## config.mk

```make
export PLATFORM = sky130hd
export DESIGN_NAME = delta_list_sleep_queue_core_flat
export DESIGN_NICKNAME = d
export VERILOG_FILES = /design/src/design/dlsq_pkg.sv /design/src/design/dlsq_if.sv /design/src/design/delta_list_sleep_queue_core.sv /design/src/design/dlsq_ctrl.sv /design/src/design/dlsq_dp.sv /design/src/flat_wrapper.sv
export VERILOG_INCLUDE_DIRS = /design/src /design/src/design
export SDC_FILE = /design/constraint.sdc
export NUM_CORES = 2
export LEC_CHECK = 0
export BUFFER_PORTS_ARGS = -buffer_cell sky130_fd_sc_hd__buf_2
export CORE_AREA = 2 2 389 391
export DETAILED_ROUTE_END_ITERATION = 10
export DIE_AREA = 0 0 391 393
export GPL_ROUTABILITY_DRIVEN = 0
export GPL_TIMING_DRIVEN = 1
export PLACE_DENSITY_LB_ADDON = 0.05
export SLEW_MARGIN = 20
export SYNTH_ARGS = -nofsm -noshare
export SYNTH_HDL_FRONTEND = slang
export SYNTH_SLANG_ARGS = --single-unit
```

## constraint.sdc

```tcl
create_clock -name clk -period 8.45 [get_ports clk]
set_clock_uncertainty 0.15 [all_clocks]
set_input_delay 0.4225 -clock clk [delete_from_list [all_inputs] [get_ports clk]]
set_output_delay 0.4225 -clock clk [all_outputs]
set_load 0.01 [all_outputs]
```

## src/design/assert_macros.svh

```systemverilog
// ----------------------------------------------------------------------------
// assert_macros
// Assertion helpers shared by the RTL that carries checks.
// ----------------------------------------------------------------------------
// Each macro expects signals named clk and rst in the scope where it is used.
`ifndef ASSERT_MACROS_SVH
`define ASSERT_MACROS_SVH

// Consequent must hold in the same cycle as the antecedent.
`define DLSQ_ASSERT_SAME(label, ante, cons, msg) \
  label: assert property (@(posedge clk) disable iff (rst) (ante) |-> (cons)) \
    else $error(msg);

// Consequent must hold in the cycle after the antecedent.
`define DLSQ_ASSERT_NEXT(label, ante, cons, msg) \
  label: assert property (@(posedge clk) disable iff (rst) (ante) |=> (cons)) \
    else $error(msg);

`endif

```

## src/design/dlsq_pkg.sv

```systemverilog
// ----------------------------------------------------------------------------
// dlsq_pkg
// Types and constants shared by the delta-list sleep queue modules.
// ----------------------------------------------------------------------------
`default_nettype none

package dlsq_pkg;

  localparam int DELTA_W = 29;
  localparam int PID_W   = 8;
  localparam int MS_W    = 32;

  // Division by the 10 ms tick period: floor(ms * 0xCCCCCCCD / 2^35) is exact
  // for every 32-bit value.
  localparam logic [MS_W-1:0] TICK_RECIP = 32'hCCCC_CCCD;
  localparam int              TICK_SHIFT = 35;

  localparam logic OP_SLEEP    = 1'b0;
  localparam logic OP_TICK     = 1'b1;
  localparam logic KIND_READY  = 1'b0;
  localparam logic KIND_REJECT = 1'b1;

  typedef enum logic [3:0] {
    ST_IDLE,
    ST_DECODE,
    ST_ALLOC,
    ST_INS_HEAD,
    ST_WALK,
    ST_NEW_WR,
    ST_FIN,
    ST_FIN_CUR,
    ST_FIN_SUCC,
    ST_TICK_CHK,
    ST_EMIT
  } state_t;

  typedef enum logic [2:0] {
    WR_NONE,
    WR_HEAD_SUB,
    WR_HEAD_DEC,
    WR_NEW,
    WR_CUR,
    WR_SUCC
  } wr_sel_t;

  typedef enum logic [1:0] {
    RES_IMM,
    RES_FULL,
    RES_REL
  } res_sel_t;

  typedef struct packed {
    logic     in_ready;
    logic     ld_ticks;
    logic     rd_en;
    logic     rd_next;
    logic     alloc;
    wr_sel_t  wr_sel;
    logic     front_ins;
    logic     first_ins;
    logic     head_pass;
    logic     walk_step;
    logic     walk_break;
    logic     tail_ins;
    logic     release_head;
    logic     ld_res;
    res_sel_t res_sel;
    logic     out_load;
  } dlsq_cmd_t;

  typedef struct packed {
    logic in_valid;
    logic op;
    logic ms_zero;
    logic full;
    logic nonempty;
    logic ticks_lt;
    logic delta_zero;
    logic head_is_tail;
    logic link_is_tail;
    logic has_succ;
    logic out_free;
  } dlsq_sts_t;

endpackage

`default_nettype wire

```

## src/design/dlsq_if.sv

```systemverilog
// ----------------------------------------------------------------------------
// dlsq_if
// Valid/ready channel interfaces for sleep queue requests and results.
// ----------------------------------------------------------------------------
`default_nettype none

interface dlsq_in_if;
  logic        valid;
  logic        ready;
  logic        op;
  logic [7:0]  proc_id;
  logic [31:0] time_ms;

  modport source (output valid, output op, output proc_id, output time_ms, input ready);
  modport sink   (input valid, input op, input proc_id, input time_ms, output ready);
endinterface

interface dlsq_out_if;
  logic       valid;
  logic       ready;
  logic       kind;
  logic [7:0] ready_id;

  modport source (output valid, output kind, output ready_id, input ready);
  modport sink   (input valid, input kind, input ready_id, output ready);
endinterface

`default_nettype wire

```

## src/design/delta_list_sleep_queue_core.sv

```systemverilog
// ----------------------------------------------------------------------------
// delta_list_sleep_queue_core
// Sleep queue kept as a delta list, driven by sleep requests and timer ticks.
// ----------------------------------------------------------------------------
// Each request transaction is either a sleep request (op = 0) or one timer
// tick (op = 1). A sleep of time_ms milliseconds waits time_ms / 10 ticks;
// a request of 0 ms is answered at once with kind 0, and a nonzero request
// that finds all MAX_SLEEPERS entries in use is answered with kind 1, both
// carrying the requester's proc_id. Otherwise the process is linked into a
// list whose entries hold their wait relative to the entry before them,
// behind any entries that wake at the same tick. A tick decrements the head
// entry, or releases it (one result transaction, kind 0) when its wait has
// run out. The block takes one request at a time. An inserted sleep walks
// the list from the head past every entry that wakes no later than it, and
// the walk is bound by the single read port of the entry memory, one entry
// per cycle. A finished result sits in an output register, and a new
// request is accepted while it waits there; the block only stalls when a
// second result is ready before the first one has been taken. No clearing
// pass is needed after reset.
// ----------------------------------------------------------------------------
`default_nettype none

`include "assert_macros.svh"

module delta_list_sleep_queue_core #(
  parameter int MAX_SLEEPERS = 32
) (
  input  wire        clk,
  input  wire        rst,
  dlsq_in_if.sink    in_ch,
  dlsq_out_if.source out_ch
);
  import dlsq_pkg::*;

  // Command and status between the sequencer and the datapath.
  dlsq_cmd_t cmd;
  dlsq_sts_t sts;

  dlsq_ctrl u_ctrl (
    .clk (clk),
    .rst (rst),
    .sts (sts),
    .cmd (cmd)
  );

  dlsq_dp #(
    .MAX_SLEEPERS (MAX_SLEEPERS)
  ) u_dp (
    .clk    (clk),
    .rst    (rst),
    .in_ch  (in_ch),
    .out_ch (out_ch),
    .cmd    (cmd),
    .sts    (sts)
  );

  // One request at a time: the block is busy right after taking a transaction.
  `DLSQ_ASSERT_NEXT(a_busy_after_accept, in_ch.valid && in_ch.ready, !in_ch.ready, "double accept")
  // A result must never overwrite one that has not been taken.
  `DLSQ_ASSERT_SAME(a_load_when_free, cmd.out_load, sts.out_free, "output register overwritten")
  // A release only happens on a nonempty list.
  `DLSQ_ASSERT_SAME(a_release_nonempty, cmd.release_head, sts.nonempty, "release from empty list")
  // A slot is only allocated when the store has room.
  `DLSQ_ASSERT_SAME(a_alloc_not_full, cmd.alloc, !sts.full, "allocation into full store")

endmodule

`default_nettype wire

```

## src/design/dlsq_ctrl.sv

```systemverilog
// ----------------------------------------------------------------------------
// dlsq_ctrl
// Sequencer for the sleep queue: decodes requests, walks the list, emits.
// ----------------------------------------------------------------------------
`default_nettype none

module dlsq_ctrl (
  input  wire                      clk,
  input  wire                      rst,
  input  wire dlsq_pkg::dlsq_sts_t sts,
  output dlsq_pkg::dlsq_cmd_t      cmd
);
  import dlsq_pkg::*;

  state_t state, state_next;

  always_ff @(posedge clk) begin
    if (rst) begin
      state <= ST_IDLE;
    end else begin
      state <= state_next;
    end
  end

  always_comb begin
    cmd        = '0;
    state_next = state;
    case (state)
      ST_IDLE: begin
        cmd.in_ready = 1'b1;
        if (sts.in_valid) begin
          state_next = ST_DECODE;
        end
      end
      ST_DECODE: begin
        cmd.ld_ticks = 1'b1;
        if (sts.op == OP_SLEEP) begin
          if (sts.ms_zero) begin
            cmd.ld_res  = 1'b1;
            cmd.res_sel = RES_IMM;
            state_next  = ST_EMIT;
          end else if (sts.full) begin
            cmd.ld_res  = 1'b1;
            cmd.res_sel = RES_FULL;
            state_next  = ST_EMIT;
          end else begin
            state_next = ST_ALLOC;
          end
        end else if (sts.nonempty) begin
          cmd.rd_en  = 1'b1;
          state_next = ST_TICK_CHK;
        end else begin
          state_next = ST_IDLE;
        end
      end
      ST_ALLOC: begin
        cmd.alloc = 1'b1;
        if (sts.nonempty) begin
          cmd.rd_en  = 1'b1;
          state_next = ST_INS_HEAD;
        end else begin
          state_next = ST_NEW_WR;
        end
      end
      ST_NEW_WR: begin
        cmd.wr_sel    = WR_NEW;
        cmd.first_ins = !sts.nonempty;
        state_next    = ST_IDLE;
      end
      ST_INS_HEAD: begin
        if (sts.ticks_lt) begin
          cmd.wr_sel    = WR_HEAD_SUB;
          cmd.front_ins = 1'b1;
          state_next    = ST_NEW_WR;
        end else begin
          cmd.head_pass = 1'b1;
          if (sts.head_is_tail) begin
            state_next = ST_FIN;
          end else begin
            cmd.rd_en   = 1'b1;
            cmd.rd_next = 1'b1;
            state_next  = ST_WALK;
          end
        end
      end
      ST_WALK: begin
        if (sts.ticks_lt) begin
          cmd.walk_break = 1'b1;
          state_next     = ST_FIN;
        end else begin
          cmd.walk_step = 1'b1;
          if (sts.link_is_tail) begin
            state_next = ST_FIN;
          end else begin
            cmd.rd_en   = 1'b1;
            cmd.rd_next = 1'b1;
            state_next  = ST_WALK;
          end
        end
      end
      ST_FIN: begin
        cmd.wr_sel = WR_NEW;
        state_next = ST_FIN_CUR;
      end
      ST_FIN_CUR: begin
        cmd.wr_sel = WR_CUR;
        if (sts.has_succ) begin
          state_next = ST_FIN_SUCC;
        end else begin
          cmd.tail_ins = 1'b1;
          state_next   = ST_IDLE;
        end
      end
      ST_FIN_SUCC: begin
        cmd.wr_sel = WR_SUCC;
        state_next = ST_IDLE;
      end
      ST_TICK_CHK: begin
        if (!sts.delta_zero) begin
          cmd.wr_sel = WR_HEAD_DEC;
          state_next = ST_IDLE;
        end else begin
          cmd.release_head = 1'b1;
          cmd.ld_res       = 1'b1;
          cmd.res_sel      = RES_REL;
          state_next       = ST_EMIT;
        end
      end
      ST_EMIT: begin
        if (sts.out_free) begin
          cmd.out_load = 1'b1;
          state_next   = ST_IDLE;
        end
      end
      default: begin
        state_next = ST_IDLE;
      end
    endcase
  end

endmodule

`default_nettype wire

```

## src/design/dlsq_dp.sv

```systemverilog
// ----------------------------------------------------------------------------
// dlsq_dp
// Datapath of the sleep queue: entry memories, free-slot stack, list
// pointers, walk registers, tick conversion and the output register.
// ----------------------------------------------------------------------------
`default_nettype none

module dlsq_dp #(
  parameter int MAX_SLEEPERS = 32
) (
  input  wire                      clk,
  input  wire                      rst,
  dlsq_in_if.sink                  in_ch,
  dlsq_out_if.source               out_ch,
  input  wire dlsq_pkg::dlsq_cmd_t cmd,
  output dlsq_pkg::dlsq_sts_t      sts
);
  import dlsq_pkg::*;

  localparam int IW = $clog2(MAX_SLEEPERS);
  localparam int CW = $clog2(MAX_SLEEPERS + 1);

  // Entry store; contents are meaningful only for slots on the list.
  logic [DELTA_W-1:0] rec_delta [MAX_SLEEPERS];
  logic [IW-1:0]      rec_link  [MAX_SLEEPERS];
  logic [PID_W-1:0]   pid_mem   [MAX_SLEEPERS];
  logic [IW-1:0]      stack_mem [MAX_SLEEPERS];

  logic               op_q;
  logic [PID_W-1:0]   pid_q;
  logic [MS_W-1:0]    ms_q;
  logic [DELTA_W-1:0] ticks;
  logic [2*MS_W-1:0]  prod;

  logic [IW-1:0]      head, tail;
  logic               nonempty;
  logic [CW-1:0]      count, fresh, sp;
  logic [IW-1:0]      stack_top, top_idx, slot_sel, new_slot;

  logic [IW-1:0]      cur, cur_link, nx, nx_link;
  logic [DELTA_W-1:0] cur_delta, nx_delta;
  logic               has_succ;

  logic [DELTA_W-1:0] rd_delta;
  logic [IW-1:0]      rd_link, rd_addr;
  logic [PID_W-1:0]   rd_pid;

  logic               wr_en;
  logic [IW-1:0]      wr_addr, wr_link;
  logic [DELTA_W-1:0] wr_delta;

  logic               res_kind, out_valid, out_kind;
  logic [PID_W-1:0]   res_id, out_id;

  // Input capture.
  always_ff @(posedge clk) begin
    if (in_ch.valid && in_ch.ready) begin
      op_q  <= in_ch.op;
      pid_q <= in_ch.proc_id;
      ms_q  <= in_ch.time_ms;
    end
  end

  assign prod = {{MS_W{1'b0}}, ms_q} * {{MS_W{1'b0}}, TICK_RECIP};

  // Remaining wait of the new entry relative to the current walk position.
  always_ff @(posedge clk) begin
    if (cmd.ld_ticks) begin
      ticks <= prod[TICK_SHIFT +: DELTA_W];
    end else if (cmd.head_pass || cmd.walk_step) begin
      ticks <= ticks - rd_delta;
    end
  end

  // Free-slot stack: released slots are pushed, fresh slots come from a fill count.
  assign top_idx  = (sp == '0) ? '0 : IW'(sp - CW'(1));
  assign slot_sel = (sp != '0) ? stack_top : fresh[IW-1:0];

  always_ff @(posedge clk) begin
    if (cmd.release_head) begin
      stack_mem[sp[IW-1:0]] <= head;
    end
    stack_top <= stack_mem[top_idx];
  end

  always_ff @(posedge clk) begin
    if (cmd.alloc) begin
      pid_mem[slot_sel] <= pid_q;
      new_slot          <= slot_sel;
    end
  end

  // List head, tail and occupancy.
  always_ff @(posedge clk) begin
    if (rst) begin
      head     <= '0;
      tail     <= '0;
      nonempty <= 1'b0;
      count    <= '0;
      fresh    <= '0;
      sp       <= '0;
    end else begin
      if (cmd.alloc) begin
        count <= count + CW'(1);
        if (sp != '0) begin
          sp <= sp - CW'(1);
        end else begin
          fresh <= fresh + CW'(1);
        end
      end
      if (cmd.first_ins) begin
        head     <= new_slot;
        tail     <= new_slot;
        nonempty <= 1'b1;
      end
      if (cmd.front_ins) begin
        head <= new_slot;
      end
      if (cmd.tail_ins) begin
        tail <= new_slot;
      end
      if (cmd.release_head) begin
        head  <= rd_link;
        count <= count - CW'(1);
        sp    <= sp + CW'(1);
        if (head == tail) begin
          nonempty <= 1'b0;
        end
      end
    end
  end

  // Walk registers.
  always_ff @(posedge clk) begin
    if (rst) begin
      has_succ <= 1'b0;
    end else if (cmd.head_pass) begin
      has_succ <= 1'b0;
    end else if (cmd.walk_break) begin
      has_succ <= 1'b1;
    end
  end

  always_ff @(posedge clk) begin
    if (cmd.head_pass) begin
      cur       <= head;
      cur_delta <= rd_delta;
      cur_link  <= rd_link;
    end else if (cmd.walk_step) begin
      cur       <= cur_link;
      cur_delta <= rd_delta;
      cur_link  <= rd_link;
    end
    if (cmd.walk_break) begin
      nx       <= cur_link;
      nx_delta <= rd_delta;
      nx_link  <= rd_link;
    end else if (cmd.front_ins) begin
      nx <= head;
    end
  end

  // Entry store access: one registered read and one write per cycle.
  assign rd_addr = cmd.rd_next ? rd_link : head;

  always_ff @(posedge clk) begin
    if (cmd.rd_en) begin
      rd_delta <= rec_delta[rd_addr];
      rd_link  <= rec_link[rd_addr];
      rd_pid   <= pid_mem[head];
    end
  end

  always_comb begin
    wr_en    = 1'b1;
    wr_addr  = head;
    wr_link  = rd_link;
    wr_delta = rd_delta;
    case (cmd.wr_sel)
      WR_HEAD_SUB: begin
        wr_delta = rd_delta - ticks;
      end
      WR_HEAD_DEC: begin
        wr_delta = rd_delta - DELTA_W'(1);
      end
      WR_NEW: begin
        wr_addr  = new_slot;
        wr_link  = nx;
        wr_delta = ticks;
      end
      WR_CUR: begin
        wr_addr  = cur;
        wr_link  = new_slot;
        wr_delta = cur_delta;
      end
      WR_SUCC: begin
        wr_addr  = nx;
        wr_link  = nx_link;
        wr_delta = nx_delta - ticks;
      end
      default: begin
        wr_en = 1'b0;
      end
    endcase
  end

  always_ff @(posedge clk) begin
    if (wr_en) begin
      rec_delta[wr_addr] <= wr_delta;
      rec_link[wr_addr]  <= wr_link;
    end
  end

  // Result staging and output register.
  always_ff @(posedge clk) begin
    if (cmd.ld_res) begin
      case (cmd.res_sel)
        RES_IMM: begin
          res_kind <= KIND_READY;
          res_id   <= pid_q;
        end
        RES_FULL: begin
          res_kind <= KIND_REJECT;
          res_id   <= pid_q;
        end
        RES_REL: begin
          res_kind <= KIND_READY;
          res_id   <= rd_pid;
        end
        default: begin
          res_kind <= KIND_READY;
          res_id   <= pid_q;
        end
      endcase
    end
  end

  always_ff @(posedge clk) begin
    if (rst) begin
      out_valid <= 1'b0;
    end else if (cmd.out_load) begin
      out_valid <= 1'b1;
    end else if (out_ch.ready) begin
      out_valid <= 1'b0;
    end
  end

  always_ff @(posedge clk) begin
    if (cmd.out_load) begin
      out_kind <= res_kind;
      out_id   <= res_id;
    end
  end

  assign in_ch.ready     = cmd.in_ready;
  assign out_ch.valid    = out_valid;
  assign out_ch.kind     = out_kind;
  assign out_ch.ready_id = out_id;

  assign sts.in_valid     = in_ch.valid;
  assign sts.op           = op_q;
  assign sts.ms_zero      = (ms_q == '0);
  assign sts.full         = (count == CW'(MAX_SLEEPERS));
  assign sts.nonempty     = nonempty;
  assign sts.ticks_lt     = (ticks < rd_delta);
  assign sts.delta_zero   = (rd_delta == '0);
  assign sts.head_is_tail = (head == tail);
  assign sts.link_is_tail = (cur_link == tail);
  assign sts.has_succ     = has_succ;
  assign sts.out_free     = !out_valid || out_ch.ready;

endmodule

`default_nettype wire

```

## src/flat_wrapper.sv

```systemverilog
// flat-port wrapper written by rule: the top's interface ports become plain ports
module delta_list_sleep_queue_core_flat import dlsq_pkg::*;
#(
  parameter int MAX_SLEEPERS = 32
)
  (clk, rst, in_ch_valid, in_ch_op, in_ch_proc_id, in_ch_time_ms, in_ch_ready, out_ch_valid, out_ch_kind, out_ch_ready_id, out_ch_ready);
  dlsq_in_if in_ch_i ();
  dlsq_out_if out_ch_i ();
  input  wire clk;
  input  wire rst;
  input wire logic [$bits(in_ch_i.valid)-1:0] in_ch_valid;
  input wire logic [$bits(in_ch_i.op)-1:0] in_ch_op;
  input wire logic [$bits(in_ch_i.proc_id)-1:0] in_ch_proc_id;
  input wire logic [$bits(in_ch_i.time_ms)-1:0] in_ch_time_ms;
  output wire logic [$bits(in_ch_i.ready)-1:0] in_ch_ready;
  output wire logic [$bits(out_ch_i.valid)-1:0] out_ch_valid;
  output wire logic [$bits(out_ch_i.kind)-1:0] out_ch_kind;
  output wire logic [$bits(out_ch_i.ready_id)-1:0] out_ch_ready_id;
  input wire logic [$bits(out_ch_i.ready)-1:0] out_ch_ready;
  assign in_ch_i.valid = in_ch_valid;
  assign in_ch_i.op = in_ch_op;
  assign in_ch_i.proc_id = in_ch_proc_id;
  assign in_ch_i.time_ms = in_ch_time_ms;
  assign in_ch_ready = in_ch_i.ready;
  assign out_ch_valid = out_ch_i.valid;
  assign out_ch_kind = out_ch_i.kind;
  assign out_ch_ready_id = out_ch_i.ready_id;
  assign out_ch_i.ready = out_ch_ready;
  delta_list_sleep_queue_core #(.MAX_SLEEPERS(MAX_SLEEPERS)) u_core (.clk(clk), .rst(rst), .in_ch(in_ch_i), .out_ch(out_ch_i));
endmodule
```

==> flow_metrics.tcl <==
set metrics [dict create \
    cts_buffer_depth 3 \
    startpoint_type "flip-flop" \
    hold_viol 0 \
    syn_nets 7085 \
    cts.clk_slew.worst_paths_ns 0.06 \
    place_hpwl_microns 148000 \
    multiInputGateArea_sq_um 34000 \
    first_global_vias 53300 \
    ant_nets 0 \
    grt_max_degree 137 \
    cts_sinks 1756 \
    grt_usage_pct 30.8 \
    first_pass_iters 9 \
    wl_microns 235000 \
    placement.cell_area_sq_um 92600 \
    ios 56 \
    fillers 10600 \
    cp.required_ns 8.82 \
    drv_cap 0 \
    drv_slew 0 \
    drtIter0Drc 5456 \
    die_h_microns 393 \
    ys_seq_area_share_pct 58.6 \
    port_buffers 55 \
    async_reset_ff_share_pct 0 \
    hold_path.class "in -> reg" \
    antenna_found_initial 6 \
    die_area_sq_um 154000 \
    fin_nets 7235 \
    coreArea_sq_um 149000 \
    syn_inst 6222 \
    ys_ff_latch 1756 \
    grt_busiest_layer "met2" \
    h-tree-depth 4 \
    outcome "complete, no violations" \
    vias_per_cell 6.29 \
    final_area_sq_um 99300 \
    syn-cell-area_sq_um 89400 \
    timing.final.crit_share_pct 93.0 \
    clkLatencyLatePin_ns 0.85 \
    synth_area_leaders "edfxtp_1, fa_1, ha_1" \
    vias 53200 \
    drive_above_1_share_pct 14.6 \
    cts_tree "yes" \
    cts_root_buffer "clkbuf_16" \
    grt_pass1_wl_microns 347000 \
    area_delta_synth_final_pct 11.1 \
    die_w_microns 391 \
    postCtsSetupBuffers 0 \
    numCtsBuffers 178 \
    wl_per_cell_microns 27.7 \
    synth_cell_type_count 81 \
    tightestPinTransition_ns 1.24 \
    netlist.area_leader.share_pct 57.7 \
    post-synth-top-count-cell "edfxtp_1" \
    criticalPathCategory "reg -> reg" \
    crit_path_end_kind "flip-flop" \
    regArea_sq_um 52400 \
    start_util_pct 59.9 \
    yosys_most_used_dff "edfxtp_1" \
    yosysWarnings 0 \
    max_slew_margin_pct 17.3 \
    overflow 0 \
    drc_errors 0 \
    syn_area_per_cell_sq_um 14.4 \
    setup_viol 0 \
    rsz0062_at_grt "no" \
    synth_edf_count 1717 \
    grtUsageMet3_pct 4.89 \
    timing.setup.tns_ns 0 \
    synth_top_area_cell "edfxtp_1" \
    grt_use_met1_pct 43.6 \
    yosys-top-cells-count "edfxtp_1, inv_1, ha_1" \
    fmax_ghz 0.127 \
    crit_fanout 6 \
    arrival_ns 8.23 \
    use_met2_pct 49.8 \
    period_minus_slack_ns 7.86 \
    fp-row-count 142 \
]
[metrics by stage]
| step | hold WS, ns | util (%) | std cells | worst slack, ns |
|---|---|---|---|---|
| after CTS | 0.134 | 66.4 | 8454 | 0.0550 |
| after detailed placement | 0.255 | 62.1 | 8085 | 0.132 |
| after global routing | 0.161 | 66.5 | 8461 | 0.0524 |
| final | 0.185 | 66.5 | 8462 | 0.588 |
| after global placement | 0.253 | 62.0 | 8079 | 0.308 |
| after floorplan | 0.250 | - | 6222 | 1.42 |
[routing by layer]
metal / vias up / wire [microns]
met5: - / 32
met4: 4 / 7290
met3: 418 / 17800
met2: 2180 / 112000
met1: 27200 / 97100
li1: 23400 / -
[logic make-up (layout without fill, tap and decap cells)]
kind of cell	Yosys count	in the layout	synth area share (%)
xor gates and xnor gates	142	142	1.39
muxes	603	603	8.52
other	0	1	0
AOI/OAI and AO/OA	1072	1072	8.09
and+or+nand+nor	927	927	4.74
DFF	1756	1756	58.6
buffers and inverters	904	1199	3.97
adders and majority gates	818	818	14.7
[worst paths after layout]
check / endpoint / start / slack (ns) / cells after the start
max: u_core.u_dp.ticks[26] / u_core.u_dp.ms_q[19] / 0.59 / 27
min: u_core.u_dp.pid_q[5] / in_ch_proc_id[5] / 0.18 / 2
max reg2reg: u_core.u_dp.ticks[26] / u_core.u_dp.ms_q[19] / 0.59 / 27
min reg2reg: u_core.u_dp.out_ch.ready_id[4] / u_core.u_dp.res_id[4] / 0.26 / 0
[timing repair]
item | CTS | global route
endpoints found under the setup margin | 0 | 3
resized for setup | 0 | 2
hold buffers | 44 | 0
hold endpoints to repair | 44 | 0
[state kept, by name, indices dropped and copies added (netlist names), 6 cells and up]
| name | cells |
|---|---|
| u_core.u_dp.out_ch.ready_id | 8 |
| u_core.u_dp.pid_q | 8 |
| u_core.u_dp.pid_mem | 256 |
| u_core.u_dp.rd_pid | 8 |
| u_core.u_dp.cur_delta | 29 |
| u_core.u_dp.res_id | 8 |
| u_core.u_dp.rec_link | 160 |
| u_core.u_dp.count | 6 |
| u_core.u_dp.sp | 6 |
| u_core.u_dp.stack_mem | 160 |
| u_core.u_dp.rd_delta | 29 |
| u_core.u_dp.rec_delta | 928 |
| u_core.u_dp.ms_q | 32 |
| u_core.u_dp.ticks | 29 |
| u_core.u_dp.nx_delta | 29 |
[cell type report]
cell class                      count  area share, %
Clock inverter                    108           1.44
Multi-Input combinational cell   3562           34.3
Inverter                          644           2.43
Tap cell                         1944           2.45
Timing Repair Buffer              230           1.99
Antenna cell                        1        0.00252
Clock buffer                      217           4.69
Sequential cell                  1756           52.7
[critical path, cell delays in order, from the launching register on]
cell	delay, ns
edfxtp_1	0.56
inv_1	0.09
ha_1	0.45
inv_1	0.13
fa_1	0.49
inv_1	0.05
fa_1	0.51
inv_1	0.07
fa_1	0.50
inv_1	0.05
fa_1	0.55
fa_1	0.42
fa_1	0.51
inv_1	0.06
fa_1	0.51
inv_1	0.05
ha_1	0.33
nand4_1	0.15
nor2_1	0.09
a221oi_1	0.25
o21ai_0	0.17
nor2_1	0.15
a21oi_1	0.13
buf_4	0.21
o311ai_1	0.47
o21ai_0	0.20
xnor2_1	0.18
mux2i_1	0.10
[placed cells by master (no fill, tap or decap), types with 39 or more instances in the layout]
master,instances
xor2_1,78
mux2_1,49
nand3_1,57
nor3_1,43
clkbuf_16,180
buf_4,110
ha_1,429
edfxtp_1,1717
o211ai_1,41
fa_1,389
o21ai_0,239
nand2_1,377
a21o_1,63
inv_1,640
mux2i_1,152
or3_1,54
dlygate4sd3_1,44
o22ai_1,170
buf_2,55
xnor2_1,64
nor2_1,192
mux2_2,310
mux4_2,90
a221oi_1,42
and2_1,39
a32o_1,68
a21oi_1,153
Power is left out: the tool's default activity adds up to more than one toggle a clock period on the data nets, which glitch-free logic cannot reach.
